File: src/rtl/http_request_header_parser_core_macros.svh
// Assertion helpers for the request header parser.
`ifndef HTTP_REQUEST_HEADER_PARSER_CORE_MACROS_SVH
`define HTTP_REQUEST_HEADER_PARSER_CORE_MACROS_SVH

// Same-cycle implication, checked outside reset.
`define HRP_ASSERT_IMPLY(label, clk, rst, lhs, rhs) \
   label: assert property (@(posedge clk) disable iff (rst) (lhs) |-> (rhs)) \
      else $error("hrp: same-cycle check failed");

// Next-cycle implication, checked outside reset.
`define HRP_ASSERT_NEXT(label, clk, rst, lhs, rhs) \
   label: assert property (@(posedge clk) disable iff (rst) (lhs) |=> (rhs)) \
      else $error("hrp: next-cycle check failed");

`endif

File: src/rtl/hrp_pkg.sv
package hrp_pkg;

   // Character constants
   localparam logic [7:0] CH_CR    = 8'h0D;
   localparam logic [7:0] CH_LF    = 8'h0A;
   localparam logic [7:0] CH_SP    = 8'h20;
   localparam logic [7:0] CH_TAB   = 8'h09;
   localparam logic [7:0] CH_SLASH = 8'h2F;
   localparam logic [7:0] CH_COLON = 8'h3A;
   localparam logic [7:0] CH_DOT   = 8'h2E;
   localparam logic [7:0] CH_ZERO  = 8'h30;
   localparam logic [7:0] CH_ONE   = 8'h31;
   localparam logic [7:0] CH_NINE  = 8'h39;
   localparam logic [7:0] CH_UC_A  = 8'h41;
   localparam logic [7:0] CH_UC_Z  = 8'h5A;
   localparam logic [7:0] CH_UC_H  = 8'h48;
   localparam logic [7:0] CH_UC_T  = 8'h54;
   localparam logic [7:0] CH_UC_P  = 8'h50;

   // Field classes
   localparam logic [2:0] CLS_NONE    = 3'd0;
   localparam logic [2:0] CLS_METHOD  = 3'd1;
   localparam logic [2:0] CLS_PATH    = 3'd2;
   localparam logic [2:0] CLS_VERSION = 3'd3;
   localparam logic [2:0] CLS_KEY     = 3'd4;
   localparam logic [2:0] CLS_VALUE   = 3'd5;

   // Parse status codes
   localparam logic [1:0] STS_MORE  = 2'd0;
   localparam logic [1:0] STS_DONE  = 2'd1;
   localparam logic [1:0] STS_ERROR = 2'd2;

   localparam logic [9:0]  VER_MAX         = 10'd999;
   localparam logic [15:0] MAX_PATH_RESET  = 16'd1024;
   localparam logic        CSR_IDX_MAX_PATH = 1'b0;

   // Queue between classifier and engine
   localparam int QUEUE_DEPTH = 2;

   // Pre-decoded character flags
   typedef struct packed {
      logic is_cr;
      logic is_lf;
      logic is_sp;
      logic is_tab;
      logic is_slash;
      logic is_colon;
      logic is_dot;
      logic is_digit;
      logic is_digit19;
      logic is_upper;
      logic is_h;
      logic is_t;
      logic is_p;
   } chr_type;

   // One classified transaction as queued
   typedef struct packed {
      logic [7:0] data_byte;
      logic       new_request;
      chr_type    chr;
   } item_type;

   // Queue occupancy status
   typedef struct packed {
      logic                               full;
      logic                               empty;
      logic [$clog2(QUEUE_DEPTH+1)-1:0]   count;
   } queue_status_type;

   typedef enum logic [21:0] {
      PH_START     = 22'b0000000000000000000001,
      PH_METHOD    = 22'b0000000000000000000010,
      PH_SP_PATH   = 22'b0000000000000000000100,
      PH_PATH      = 22'b0000000000000000001000,
      PH_SP_VER    = 22'b0000000000000000010000,
      PH_H         = 22'b0000000000000000100000,
      PH_HT        = 22'b0000000000000001000000,
      PH_HTT       = 22'b0000000000000010000000,
      PH_HTTP      = 22'b0000000000000100000000,
      PH_MAJ_FIRST = 22'b0000000000001000000000,
      PH_MAJ       = 22'b0000000000010000000000,
      PH_MIN_FIRST = 22'b0000000000100000000000,
      PH_MIN       = 22'b0000000001000000000000,
      PH_RL_CR     = 22'b0000000010000000000000,
      PH_RL_DONE   = 22'b0000000100000000000000,
      PH_KEY       = 22'b0000001000000000000000,
      PH_SEP       = 22'b0000010000000000000000,
      PH_VALUE     = 22'b0000100000000000000000,
      PH_KV_CR     = 22'b0001000000000000000000,
      PH_KV_DONE   = 22'b0010000000000000000000,
      PH_END_CR    = 22'b0100000000000000000000,
      PH_DONE      = 22'b1000000000000000000000
   } phase_type;

   // Append one decimal digit, saturating at the version limit
   function automatic logic [9:0] dec_push(input logic [9:0] acc, input logic [3:0] digit);
      logic [13:0] v;
      v = ({4'b0, acc} << 3) + ({4'b0, acc} << 1) + {10'b0, digit};
      dec_push = (v > {4'b0, VER_MAX}) ? VER_MAX : v[9:0];
   endfunction

endpackage

File: src/rtl/http_request_header_parser_core.sv
// Channel   | Direction | Ports                        | Content
// req       | in        | req_tvalid/tready/tdata/user | one request byte per transaction
// rsp       | out       | rsp_tvalid/tready/tdata/...  | one parse result per byte
// csr       | in/out    | csr_psel ... csr_pready      | max_path_length register
//
// Sustained rate is one byte per clock while rsp_tready stays high; an accepted byte
// is decoded on its way into the two-entry queue, then the parse engine's state
// transition loads its result into the output register.
// Synchronous active-high reset clears the parser, the queue and the valid flags
// and restores max_path_length to 1024.
// A stalled result holds in the output register; req_tready drops once the queue is full.
`include "http_request_header_parser_core_macros.svh"

module http_request_header_parser_core
   import hrp_pkg::*;
(
   input  logic        clock,
   input  logic        reset,
   // Request byte stream
   input  logic        req_tvalid,
   output logic        req_tready,
   input  logic [7:0]  req_tdata,   // [7:0] data_byte
   input  logic [0:0]  req_tuser,   // [0] new_request
   // Parse results
   output logic        rsp_tvalid,
   input  logic        rsp_tready,
   output logic [31:0] rsp_tdata,   // [7:0] byte_echo, [9:8] parse_status,
                                    // [19:10] version_major, [29:20] version_minor
   output logic [2:0]  rsp_tuser,   // [2:0] field_class
   output logic        rsp_tlast,   // field_end
   // Configuration
   input  logic        csr_psel,
   input  logic        csr_penable,
   input  logic        csr_pwrite,
   input  logic [2:0]  csr_paddr,
   input  logic [31:0] csr_pwdata,
   output logic [31:0] csr_prdata,
   output logic        csr_pready
);

   logic [15:0]      max_path_ff, max_path_in;
   logic             csr_write;
   item_type         front_item;
   item_type         queue_item;
   queue_status_type queue_status;
   logic             queue_pop;
   logic [7:0]       byte_echo;
   logic [2:0]       field_class;
   logic             field_end;
   logic [1:0]       parse_status;
   logic [9:0]       version_major;
   logic [9:0]       version_minor;

   // Register port
   assign csr_pready = 1'b1;
   assign csr_write  = csr_psel && csr_penable && csr_pwrite && csr_pready
                       && (csr_paddr[2] == CSR_IDX_MAX_PATH);
   assign max_path_in = csr_write ? csr_pwdata[15:0] : max_path_ff;
   assign csr_prdata  = (csr_paddr[2] == CSR_IDX_MAX_PATH) ? {16'b0, max_path_ff} : 32'b0;

   always_ff @(posedge clock) begin
      if (reset) begin
         max_path_ff <= MAX_PATH_RESET;
      end else begin
         max_path_ff <= max_path_in;
      end
   end

   // Front: classify the incoming byte
   hrp_front u_front (
      .data_byte   (req_tdata),
      .new_request (req_tuser[0]),
      .item        (front_item)
   );

   assign req_tready = !queue_status.full;

   hrp_queue u_queue (
      .clock     (clock),
      .reset     (reset),
      .push      (req_tvalid),
      .push_item (front_item),
      .pop       (queue_pop),
      .pop_item  (queue_item),
      .status    (queue_status)
   );

   // Back: run the parser state machine
   hrp_engine u_engine (
      .clock           (clock),
      .reset           (reset),
      .max_path_length (max_path_ff),
      .item_valid      (!queue_status.empty),
      .item            (queue_item),
      .item_pop        (queue_pop),
      .rsp_valid       (rsp_tvalid),
      .rsp_ready       (rsp_tready),
      .byte_echo       (byte_echo),
      .field_class     (field_class),
      .field_end       (field_end),
      .parse_status    (parse_status),
      .version_major   (version_major),
      .version_minor   (version_minor)
   );

   assign rsp_tdata = {2'b0, version_minor, version_major, parse_status, byte_echo};
   assign rsp_tuser = field_class;
   assign rsp_tlast = field_end;

   // Checks
   `HRP_ASSERT_IMPLY(a_err_no_field, clock, reset,
      rsp_tvalid && (parse_status == STS_ERROR), (field_class == CLS_NONE) && !field_end)
   `HRP_ASSERT_IMPLY(a_done_no_field, clock, reset,
      rsp_tvalid && (parse_status == STS_DONE), (field_class == CLS_NONE) && !field_end)
   `HRP_ASSERT_IMPLY(a_end_has_class, clock, reset,
      rsp_tvalid && field_end, field_class != CLS_NONE)
   `HRP_ASSERT_NEXT(a_queue_fills, clock, reset,
      req_tvalid && req_tready && !queue_pop, !queue_status.empty)

endmodule

File: src/rtl/hrp_front.sv
module hrp_front
   import hrp_pkg::*;
(
   input  logic [7:0] data_byte,
   input  logic       new_request,
   output item_type   item
);

   chr_type chr;

   // Decode the character classes the engine branches on
   always_comb begin
      chr.is_cr      = (data_byte == CH_CR);
      chr.is_lf      = (data_byte == CH_LF);
      chr.is_sp      = (data_byte == CH_SP);
      chr.is_tab     = (data_byte == CH_TAB);
      chr.is_slash   = (data_byte == CH_SLASH);
      chr.is_colon   = (data_byte == CH_COLON);
      chr.is_dot     = (data_byte == CH_DOT);
      chr.is_digit   = (data_byte >= CH_ZERO) && (data_byte <= CH_NINE);
      chr.is_digit19 = (data_byte >= CH_ONE) && (data_byte <= CH_NINE);
      chr.is_upper   = (data_byte >= CH_UC_A) && (data_byte <= CH_UC_Z);
      chr.is_h       = (data_byte == CH_UC_H);
      chr.is_t       = (data_byte == CH_UC_T);
      chr.is_p       = (data_byte == CH_UC_P);
   end

   assign item.data_byte   = data_byte;
   assign item.new_request = new_request;
   assign item.chr         = chr;

endmodule

File: src/rtl/hrp_queue.sv
module hrp_queue
   import hrp_pkg::*;
(
   input  logic             clock,
   input  logic             reset,
   input  logic             push,
   input  item_type         push_item,
   input  logic             pop,
   output item_type         pop_item,
   output queue_status_type status
);

   localparam int PTR_W = (QUEUE_DEPTH > 1) ? $clog2(QUEUE_DEPTH) : 1;
   localparam int CNT_W = $clog2(QUEUE_DEPTH + 1);

   item_type               entry_ff [QUEUE_DEPTH];
   logic [PTR_W-1:0]       wr_ptr_ff, wr_ptr_in;
   logic [PTR_W-1:0]       rd_ptr_ff, rd_ptr_in;
   logic [CNT_W-1:0]       count_ff, count_in;
   logic                   do_push, do_pop;

   assign status.full  = (count_ff == CNT_W'(QUEUE_DEPTH));
   assign status.empty = (count_ff == '0);
   assign status.count = count_ff;

   assign do_push = push && !status.full;
   assign do_pop  = pop && !status.empty;

   assign pop_item = entry_ff[rd_ptr_ff];

   // Advance pointers with wrap at the queue depth
   always_comb begin
      wr_ptr_in = wr_ptr_ff;
      rd_ptr_in = rd_ptr_ff;
      count_in  = count_ff;
      if (do_push) begin
         wr_ptr_in = (wr_ptr_ff == PTR_W'(QUEUE_DEPTH - 1)) ? '0 : wr_ptr_ff + 1'b1;
      end
      if (do_pop) begin
         rd_ptr_in = (rd_ptr_ff == PTR_W'(QUEUE_DEPTH - 1)) ? '0 : rd_ptr_ff + 1'b1;
      end
      if (do_push && !do_pop) begin
         count_in = count_ff + 1'b1;
      end else if (do_pop && !do_push) begin
         count_in = count_ff - 1'b1;
      end
   end

   always_ff @(posedge clock) begin
      if (reset) begin
         wr_ptr_ff <= '0;
         rd_ptr_ff <= '0;
         count_ff  <= '0;
      end else begin
         wr_ptr_ff <= wr_ptr_in;
         rd_ptr_ff <= rd_ptr_in;
         count_ff  <= count_in;
      end
   end

   // Store the pushed transaction
   always_ff @(posedge clock) begin
      if (do_push) begin
         entry_ff[wr_ptr_ff] <= push_item;
      end
   end

endmodule

File: src/rtl/hrp_engine.sv
module hrp_engine
   import hrp_pkg::*;
(
   input  logic        clock,
   input  logic        reset,
   input  logic [15:0] max_path_length,
   input  logic        item_valid,
   input  item_type    item,
   output logic        item_pop,
   output logic        rsp_valid,
   input  logic        rsp_ready,
   output logic [7:0]  byte_echo,
   output logic [2:0]  field_class,
   output logic        field_end,
   output logic [1:0]  parse_status,
   output logic [9:0]  version_major,
   output logic [9:0]  version_minor
);

   phase_type   phase_ff, phase_in;
   logic [15:0] path_count_ff, path_count_in;
   logic [9:0]  major_ff, major_in;
   logic [9:0]  minor_ff, minor_in;
   logic        error_ff, error_in;

   logic        rsp_valid_ff, rsp_valid_in;
   logic [7:0]  byte_ff;
   logic [2:0]  class_ff;
   logic        fend_ff;
   logic [1:0]  status_ff;
   logic [9:0]  vmaj_ff, vmin_ff;

   phase_type   ph;
   logic [15:0] pc;
   logic        err;
   logic        bad;
   logic [2:0]  cls;
   logic        fend;
   logic [1:0]  status;
   logic        path_full;
   logic [3:0]  digit;
   chr_type     c;

   // Take the next transaction whenever the output register frees up
   assign item_pop     = item_valid && (!rsp_valid_ff || rsp_ready);
   assign rsp_valid_in = item_pop || (rsp_valid_ff && !rsp_ready);

   assign c         = item.chr;
   assign digit     = item.data_byte[3:0];
   assign ph        = item.new_request ? PH_START : phase_ff;
   assign pc        = item.new_request ? 16'd0 : path_count_ff;
   assign err       = item.new_request ? 1'b0 : error_ff;
   assign path_full = (pc >= max_path_length);

   // Per-byte transition of the request parser
   always_comb begin
      phase_in      = ph;
      path_count_in = pc;
      major_in      = item.new_request ? 10'd0 : major_ff;
      minor_in      = item.new_request ? 10'd0 : minor_ff;
      bad           = 1'b0;
      cls           = CLS_NONE;
      fend          = 1'b0;
      if (!err) begin
         unique case (ph)
            PH_START: begin
               if (c.is_cr || c.is_lf) begin
                  phase_in = PH_RL_DONE;
               end else if (c.is_upper) begin
                  phase_in = PH_METHOD;
                  cls      = CLS_METHOD;
               end else begin
                  bad = 1'b1;
               end
            end
            PH_METHOD: begin
               if (c.is_sp) begin
                  phase_in = PH_SP_PATH;
                  cls      = CLS_METHOD;
                  fend     = 1'b1;
               end else if (c.is_upper) begin
                  cls = CLS_METHOD;
               end else begin
                  bad = 1'b1;
               end
            end
            PH_SP_PATH: begin
               if (!c.is_sp) begin
                  if (!c.is_slash || path_full) begin
                     bad = 1'b1;
                  end else begin
                     path_count_in = pc + 16'd1;
                     phase_in      = PH_PATH;
                     cls           = CLS_PATH;
                  end
               end
            end
            PH_PATH: begin
               if (c.is_sp) begin
                  phase_in = PH_SP_VER;
                  cls      = CLS_PATH;
                  fend     = 1'b1;
               end else if (path_full) begin
                  bad = 1'b1;
               end else begin
                  path_count_in = pc + 16'd1;
                  cls           = CLS_PATH;
               end
            end
            PH_SP_VER: begin
               if (!c.is_sp) begin
                  if (c.is_h) begin
                     phase_in = PH_H;
                     cls      = CLS_VERSION;
                  end else begin
                     bad = 1'b1;
                  end
               end
            end
            PH_H: begin
               if (c.is_t) begin
                  phase_in = PH_HT;
                  cls      = CLS_VERSION;
               end else begin
                  bad = 1'b1;
               end
            end
            PH_HT: begin
               if (c.is_t) begin
                  phase_in = PH_HTT;
                  cls      = CLS_VERSION;
               end else begin
                  bad = 1'b1;
               end
            end
            PH_HTT: begin
               if (c.is_p) begin
                  phase_in = PH_HTTP;
                  cls      = CLS_VERSION;
               end else begin
                  bad = 1'b1;
               end
            end
            PH_HTTP: begin
               if (c.is_slash) begin
                  phase_in = PH_MAJ_FIRST;
                  cls      = CLS_VERSION;
               end else begin
                  bad = 1'b1;
               end
            end
            PH_MAJ_FIRST: begin
               if (c.is_digit19) begin
                  major_in = {6'b0, digit};
                  phase_in = PH_MAJ;
                  cls      = CLS_VERSION;
               end else begin
                  bad = 1'b1;
               end
            end
            PH_MAJ: begin
               if (c.is_dot) begin
                  phase_in = PH_MIN_FIRST;
                  cls      = CLS_VERSION;
               end else if (c.is_digit) begin
                  major_in = dec_push(major_in, digit);
                  cls      = CLS_VERSION;
               end else begin
                  bad = 1'b1;
               end
            end
            PH_MIN_FIRST: begin
               if (c.is_digit) begin
                  minor_in = {6'b0, digit};
                  phase_in = PH_MIN;
                  cls      = CLS_VERSION;
               end else begin
                  bad = 1'b1;
               end
            end
            PH_MIN: begin
               if (c.is_cr) begin
                  phase_in = PH_RL_CR;
                  cls      = CLS_VERSION;
                  fend     = 1'b1;
               end else if (c.is_digit) begin
                  minor_in = dec_push(minor_in, digit);
                  cls      = CLS_VERSION;
               end else begin
                  bad = 1'b1;
               end
            end
            PH_RL_CR: begin
               if (c.is_lf) begin
                  phase_in = PH_RL_DONE;
               end
            end
            PH_RL_DONE: begin
               if (c.is_cr) begin
                  phase_in = PH_END_CR;
               end else begin
                  phase_in = PH_KEY;
                  cls      = CLS_KEY;
               end
            end
            PH_KEY: begin
               cls = CLS_KEY;
               if (c.is_colon) begin
                  phase_in = PH_SEP;
                  fend     = 1'b1;
               end
            end
            PH_KV_DONE: begin
               if (c.is_cr) begin
                  phase_in = PH_END_CR;
               end else if (!c.is_lf) begin
                  cls = CLS_KEY;
                  if (c.is_colon) begin
                     phase_in = PH_SEP;
                     fend     = 1'b1;
                  end else begin
                     phase_in = PH_KEY;
                  end
               end
            end
            PH_SEP: begin
               if (!c.is_sp && !c.is_tab) begin
                  phase_in = PH_VALUE;
                  cls      = CLS_VALUE;
               end
            end
            PH_VALUE: begin
               cls = CLS_VALUE;
               if (c.is_cr) begin
                  phase_in = PH_KV_CR;
                  fend     = 1'b1;
               end
            end
            PH_KV_CR: begin
               if (c.is_lf) begin
                  phase_in = PH_KV_DONE;
               end
            end
            PH_END_CR: begin
               if (c.is_lf) begin
                  phase_in = PH_DONE;
               end else begin
                  bad = 1'b1;
               end
            end
            PH_DONE: begin
            end
            default: begin
            end
         endcase
         // Drop the field marking on an error byte
         if (bad) begin
            cls  = CLS_NONE;
            fend = 1'b0;
         end
      end
      error_in = err || bad;
      if (error_in) begin
         status = STS_ERROR;
      end else if (phase_in == PH_DONE) begin
         status = STS_DONE;
      end else begin
         status = STS_MORE;
      end
   end

   // Parser state, updated once per popped transaction
   always_ff @(posedge clock) begin
      if (reset) begin
         phase_ff      <= PH_START;
         path_count_ff <= '0;
         major_ff      <= '0;
         minor_ff      <= '0;
         error_ff      <= 1'b0;
         rsp_valid_ff  <= 1'b0;
      end else begin
         rsp_valid_ff <= rsp_valid_in;
         if (item_pop) begin
            phase_ff      <= phase_in;
            path_count_ff <= path_count_in;
            major_ff      <= major_in;
            minor_ff      <= minor_in;
            error_ff      <= error_in;
         end
      end
   end

   // Output register, held while the result is stalled
   always_ff @(posedge clock) begin
      if (item_pop) begin
         byte_ff   <= item.data_byte;
         class_ff  <= cls;
         fend_ff   <= fend;
         status_ff <= status;
         vmaj_ff   <= major_in;
         vmin_ff   <= minor_in;
      end
   end

   assign rsp_valid     = rsp_valid_ff;
   assign byte_echo     = byte_ff;
   assign field_class   = class_ff;
   assign field_end     = fend_ff;
   assign parse_status  = status_ff;
   assign version_major = vmaj_ff;
   assign version_minor = vmin_ff;

endmodule
File: config.mk
export PLATFORM = sky130hd
export DESIGN_NAME = http_request_header_parser_core
export DESIGN_NICKNAME = d
export VERILOG_FILES = /design/src/rtl/hrp_pkg.sv /design/src/rtl/http_request_header_parser_core.sv /design/src/rtl/hrp_front.sv /design/src/rtl/hrp_queue.sv /design/src/rtl/hrp_engine.sv
export VERILOG_INCLUDE_DIRS = /design/src /design/src/rtl
export SDC_FILE = /design/constraint.sdc
export NUM_CORES = 1
export LEC_CHECK = 0
export BUFFER_PORTS_ARGS = -buffer_cell sky130_fd_sc_hd__buf_2
export CORE_UTILIZATION = 60
export CTS_CLUSTER_SIZE = 12
export DETAILED_ROUTE_END_ITERATION = 10
export PLACE_DENSITY = 0.92
export RECOVER_POWER = 25
export SLEW_MARGIN = 15
export SYNTH_ARGS = -nofsm -noshare
export SYNTH_HDL_FRONTEND = slang
export SYNTH_SLANG_ARGS = --single-unit
export TNS_END_PERCENT = 20
File: constraint.sdc
create_clock -name clock -period 6.21 [get_ports clock]
set_input_delay 1.5525 -clock clock [delete_from_list [all_inputs] [get_ports clock]]
set_output_delay 1.5525 -clock clock [all_outputs]
set_load 0.05 [all_outputs]
Word-level counts from Yosys, hierarchy flattened
Memory sizes are Yosys's and may differ from the RTL's. A register that Yosys moved wholly into a read port is not among the register bits.
Cells that the tools add are included.
{ "totals": {"wordCells": 209, "n_memories": 1, "ramBits": 44, "inputBits": 51, "register_bits": 114} }
{ "mem_list": {"columns": ["name", "words", "width", "rd", "rd_clocked_by_memory_dff", "wr", "line_no", "rtl"], "rows": [
  ["u_queue.entry_ff", 2, 22, 1, 1, 1, "hrp_queue.sv:16", "item_type entry_ff [QUEUE_DEPTH];"]
]} }
{ "op_classes": {"reduce_logical": 33, "n_addsub": 9, "bitwise_logic": 1, "eq_ne": 33, "n_lt_le_gt_ge": 8, "muxes": 108} }
{ "op_table": {"columns": ["cell", "count"], "rows": [
  ["22-bit 2-to-1 mux", 26],
  ["22-bit one-hot mux with 21 select lines", 1],
  ["10-bit 2-to-1 mux", 12],
  ["16-bit 2-to-1 mux", 7],
  ["3-bit one-hot mux with 17 select lines", 1],
  ["10-bit one-hot mux with 2 select lines", 2],
  ["1-bit 2-to-1 mux", 33],
  ["8-bit by 6-bit == test with 1-bit output (second input constant)", 4],
  ["16-bit one-hot mux with 2 select lines", 1],
  ["3-bit 2-to-1 mux", 10],
  ["13-bit by 11-bit adder with 14-bit output", 2],
  ["14-bit by 4-bit adder with 14-bit output", 2],
  ["14-bit by 10-bit > comparator with 1-bit output (second input constant)", 2],
  ["8-bit by 4-bit == test with 1-bit output (second input constant)", 3],
  ["8-bit by 7-bit == test with 1-bit output (second input constant)", 3],
  ["22-bit by 1-bit == test with 1-bit output (second input constant)", 1],
  ["22-bit by 10-bit == test with 1-bit output (second input constant)", 1],
  ["22-bit by 11-bit == test with 1-bit output (second input constant)", 1],
  ["22-bit by 12-bit == test with 1-bit output (second input constant)", 1],
  ["22-bit by 13-bit == test with 1-bit output (second input constant)", 1],
  ["22-bit by 14-bit == test with 1-bit output (second input constant)", 1],
  ["22-bit by 15-bit == test with 1-bit output (second input constant)", 1],
  ["22-bit by 16-bit == test with 1-bit output (second input constant)", 1],
  ["22-bit by 17-bit == test with 1-bit output (second input constant)", 1],
  ["35 further kinds", 74]
]} }

Logic depth before layout (Yosys ltp)
{ "depth": {"depth_word": 9, "ltp_mapped": 22} }

Cells and area by module
From an unflattened synthesis, not the netlist that was laid out.
{ "hier_totals": {"cells_unflattened": 1264, "hier_area_um2": 10876.7} }
{ "by_module_without_submodules": {"columns": ["module", "area_each_um2", "seq_area_each_um2", "n_inst", "cells_each"], "rows": [
  ["hrp_engine", 7777.5, 2222.1, 1, 1018],
  ["hrp_queue", 1796.7, 1421.4, 1, 93],
  ["http_request_header_parser_core", 1004.7, 320.3, 1, 110],
  ["hrp_front", 297.8, 0.0, 1, 43]
]} }

Worst setup path before layout
Ideal clock, no wire load.
{ "synth_timing": {"kind": "register to register", "start": "reg with a tool-made name", "end": "reg u_engine.vmin_ff[2] (netlist: u_engine.version_minor[2]) (data pin)", "t_arrival_ns": 5.478, "path_slack_ns": 0.469, "n_path_buf": 6, "stages_incl_launch_ff": 21, "path_cell_list": "dfxtp_1 > buf_2 > mux2i_2 > buf_4 > clkbuf_1 > clkbuf_1 > clkbuf_1 > buf_1 > nand2_1 > xnor2_1 > ha_1 > fa_1 > a21o_1 > a21oi_1 > xor2_1 > nand3b_1 > or4b_2 > o41a_1 > o311a_1 > a211oi_1 > nor2_1"} }
{ "synth_rtl": {"columns": ["item", "line_no", "rtl"], "rows": [
  ["to (signal assigned)", "hrp_engine.sv:301", "vmin_ff <= minor_in;"],
  ["to (decl)", "hrp_engine.sv:31", "logic [9:0] vmaj_ff, vmin_ff;"]
]} }

==> results.sh <==
export IMPL_syn_area_per_cell_um2=8.36
export IMPL_final_cells=1588
export IMPL_final_antenna_net_count=0
export IMPL_power_leakage_nw=4.69
export IMPL_die_area_um2=18600
export IMPL_n_fill_cell=1408
export IMPL_met2_wirelength_um=15500
export IMPL_route_final_wire_length_um=33400
export IMPL_run_status="complete, but fails checks"
export IMPL_power_frac_clock_pct=19.1
export IMPL_io_pin_count=122
export IMPL_timing_slew_headroom_pct=-33.7
export IMPL_postSynthRegisterBits=159
export IMPL_tritoncts="done"
export IMPL_finalWorstPathRequiredPeriod_ps=5620
export IMPL_finalInstanceArea_um2=11900
export IMPL_number_of_antenna_cells_inserted=0
export IMPL_postPlaceCellArea_um2=11400
export IMPL_globalRouteOverflowTotal=0
export IMPL_synthesis_area_um2=10800
export IMPL_drt_iter0_drc=1200
export IMPL_violations="capacitance limit, slew limit"
export IMPL_clk_transition_reported_paths_ps=70
export IMPL_row_count=48
export IMPL_finalClockSkew_ps=11.9
export IMPL_place_gp_congestion=0.975
export IMPL_wl_per_cell_um=21.0
export IMPL_cellInternalPower_mw=2.79
export IMPL_yosys_warnings=0
export IMPL_final_common_cell="nor2_1"
export IMPL_top_layer="met5"
export IMPL_nets=1458
export IMPL_grt_pass1_wl_um=51700
export IMPL_cts_buffers=17
export IMPL_drt_pass1_iterations=5
export IMPL_crit_path_cell_trace="clkbuf_1 > nor2_1 > a32oi_1 > nor2b_1 > ha_1 > fa_1 > a21o_1 > a21oi_1 > xor2_1 > nand3b_1 > or4b_2 > o41a_1 > o311a_1 > a211oi_1 > nor2_1"
export IMPL_crit_path_end_kind="flip-flop"
export IMPL_p_switching_mw=2.67
export IMPL_timing_worst_slew_pin_value_ps=2000
export IMPL_postCtsSetupBuffers=0
export IMPL_grtUsageTotal_pct=36.2
export IMPL_p_comb_share_pct=51.5
export IMPL_grt_max_degree=46
export IMPL_clock_latency_ps=450
export IMPL_cts_num_sinks=159
export IMPL_postSynth_asyncResetShare_pct=0
export IMPL_die_width_um=136
export IMPL_number_of_max_capacitance_violations_reported=1
export IMPL_via_per_inst=6.73
export IMPL_io_buffer_count=84
export IMPL_timing_max_transition_violations_final=23
export IMPL_finalSetupViolations=0
export IMPL_dp_cells=1556
export IMPL_setup_worst_path_start_class="flip-flop"
export IMPL_residual_drc_count=0
export IMPL_initial_core_util_pct=61.9
export IMPL_final_period_utilization_pct=90.5
export IMPL_library_cell_appearing_most_often_on_the_critical_path="nor2_1"
export IMPL_met3_wirelength_um=3060
export IMPL_die_y_um=136
export IMPL_seq_power_share_pct=29.5
export IMPL_synth_ff_type="dfxtp_1"
export IMPL_tns_ps=0
export IMPL_cp_data_required_time_ps=6400
export IMPL_synthDistinctLibCells=84
export IMPL_ctsHoldBuffers=0
export IMPL_max_vdd_ir_drop_uv=408
export IMPL_hold_path_class="flip-flop to flip-flop"
export IMPL_critical_path_n_buffers_inverters=1
export IMPL_vias_in_the_first_global_route=9819
export IMPL_critical_path_slowest_cell="clkbuf_1"
export IMPL_switching_share_pct=48.9
export IMPL_timing_setup_critical_path_class="flip-flop to flip-flop"
export IMPL_crit_path_max_fanout=20
export IMPL_cp_top_family="compound AO/OA/AOI/OAI gates"
export IMPL_core_area_um2=17500
export IMPL_highest_count_cells_in_the_layout_ignoring_fill_and_taps="149 x nor2_1, 132 x nand2_1, 111 x a21oi_1"
export IMPL_final_layout_size_suffix_gt1_share_pct=12.0
export IMPL_area_growth_synth_to_final_pct=10.2
export IMPL_crit_arrival_ps=5800
export IMPL_wirelength_met1_um=13500
export IMPL_antenna_found_initial=1
export IMPL_vias=10700
export IMPL_buffer_levels_on_the_longest_clock_path=2
export IMPL_htree_num_levels=4
export IMPL_slowest_delay_ps=940
export IMPL_number_of_synthesized_flops_with_an_enable_pin=78
export IMPL_ys_seq_area_share_pct=36.6
export IMPL_timing_hold_violations_final=0
export IMPL_syn_inst=1295
export IMPL_pwr_density_cell_nw_per_um2=457
export IMPL_postCtsResizedCells=0
export IMPL_hpwlAfterDp_um=24200
export IMPL_cts_root_buffer="clkbuf_16"
export IMPL_rsz0062_at_grt="no"
export IMPL_timing_fmax_ghz=0.178
==> kinds of logic (layout without fill, tap and decap cells) <==
kind of cell | after synthesis | in the layout | synth area share (%)
mux | 28 | 28 | 2.77
flops | 159 | 159 | 36.6
buf+inv | 139 | 190 | 5.67
xor+xnor | 23 | 23 | 1.86
simple gates | 549 | 549 | 26.3
fa+ha+maj | 57 | 57 | 6.73
compound gates | 338 | 338 | 20.0
other cells | 2 | 19 | 0.0694
==> cells in the mapped netlist, drive strengths merged (13+ instances only) <==
cell	n	share of area, %
a211oi	23	1.6
a21oi	111	5.1
and2	24	1.4
buf	35	2.1
clkbuf	53	1.8
dfxtp	81	15
edfxtp	78	22
ha	55	6.4
inv	51	1.8
mux2	13	1.4
mux2i	15	1.4
nand2	133	4.6
nand2b	20	1.2
nand3	34	1.6
nand4	25	1.5
nor2	149	5.2
nor3	47	2.2
nor4	35	2.9
o21ai	70	3.2
==> power groups by stage <==
stage                     logic, mW  clock network, mW  registers [mW]
after floorplan                1.69                  0            1.86
after CTS                      2.74               1.04            1.60
after global routing           2.98               1.08            1.63
after detailed placement       2.71                  0            1.62
final                          2.81               1.04            1.61
after global placement         2.68                  0            1.60
==> through the flow <==
stage	utilization, %	power (mW)	worst slack (ps)	hold WS, ps
global route	68.3	5.69	364	470
detailed placement	65.1	4.33	1040	447
floorplan	-	3.56	469	436
global placement	65.1	4.27	1100	442
finish	68.3	5.45	592	456
CTS	68.4	5.38	986	456
==> state kept, by name (all words and copies together) (netlist names), named ones only <==
name                    flops
u_queue.entry_ff           44
u_engine.phase_ff          22
max_path_ff                16
u_engine.path_count_ff     16
u_engine.major_ff          10
u_engine.minor_ff          10
u_engine.version_major     10
u_engine.version_minor     10
u_engine.byte_echo          8
u_engine.field_class        3
u_engine.parse_status       2
u_queue.count_ff            2
u_engine.error_ff           1
u_engine.field_end          1
u_engine.rsp_valid          1
u_queue.rd_ptr_ff           1
u_queue.wr_ptr_ff           1
==> path summary, 6_finish.rpt <==
kind,from,to,slack [ps],depth (start not counted)
setup / recovery,flip-flop,u_engine.version_minor[2]$_DFFE_PP_,590,15
hold / removal,max_path_ff[4]$_SDFFE_PP0P_,max_path_ff[4]$_SDFFE_PP0P_,460,2
setup reg to reg,flip-flop,u_engine.version_minor[2]$_DFFE_PP_,590,15
hold reg to reg,max_path_ff[4]$_SDFFE_PP0P_,max_path_ff[4]$_SDFFE_PP0P_,460,2
==> routing by layer <==
| layer | vias up | track usage, % |
|---|---|---|
| li1 | 4881 | - |
| met1 | 5030 | 46.4 |
| met2 | 648 | 57.8 |
| met3 | 124 | 7.35 |
| met4 | 2 | 18.3 |
| met5 | - | 0 |
==> final cells by class <==
cell class | count | area [um^2] | area share, %
clock buffers | 19 | 433 | 3.63
flip-flops and latches | 159 | 3960 | 33.2
clock inverters | 13 | 141 | 1.18
repair buffers | 107 | 596 | 4.99
inverters | 51 | 191 | 1.60
well taps | 225 | 282 | 2.36
multi-input cells | 1014 | 6320 | 53.0
==> worst min-delay path: stages (launching register included) <==
cell and delay [ps]:
dfxtp_1 310, nand2_1 50, a21oi_1 50
(Power assumes the default switching activity.)
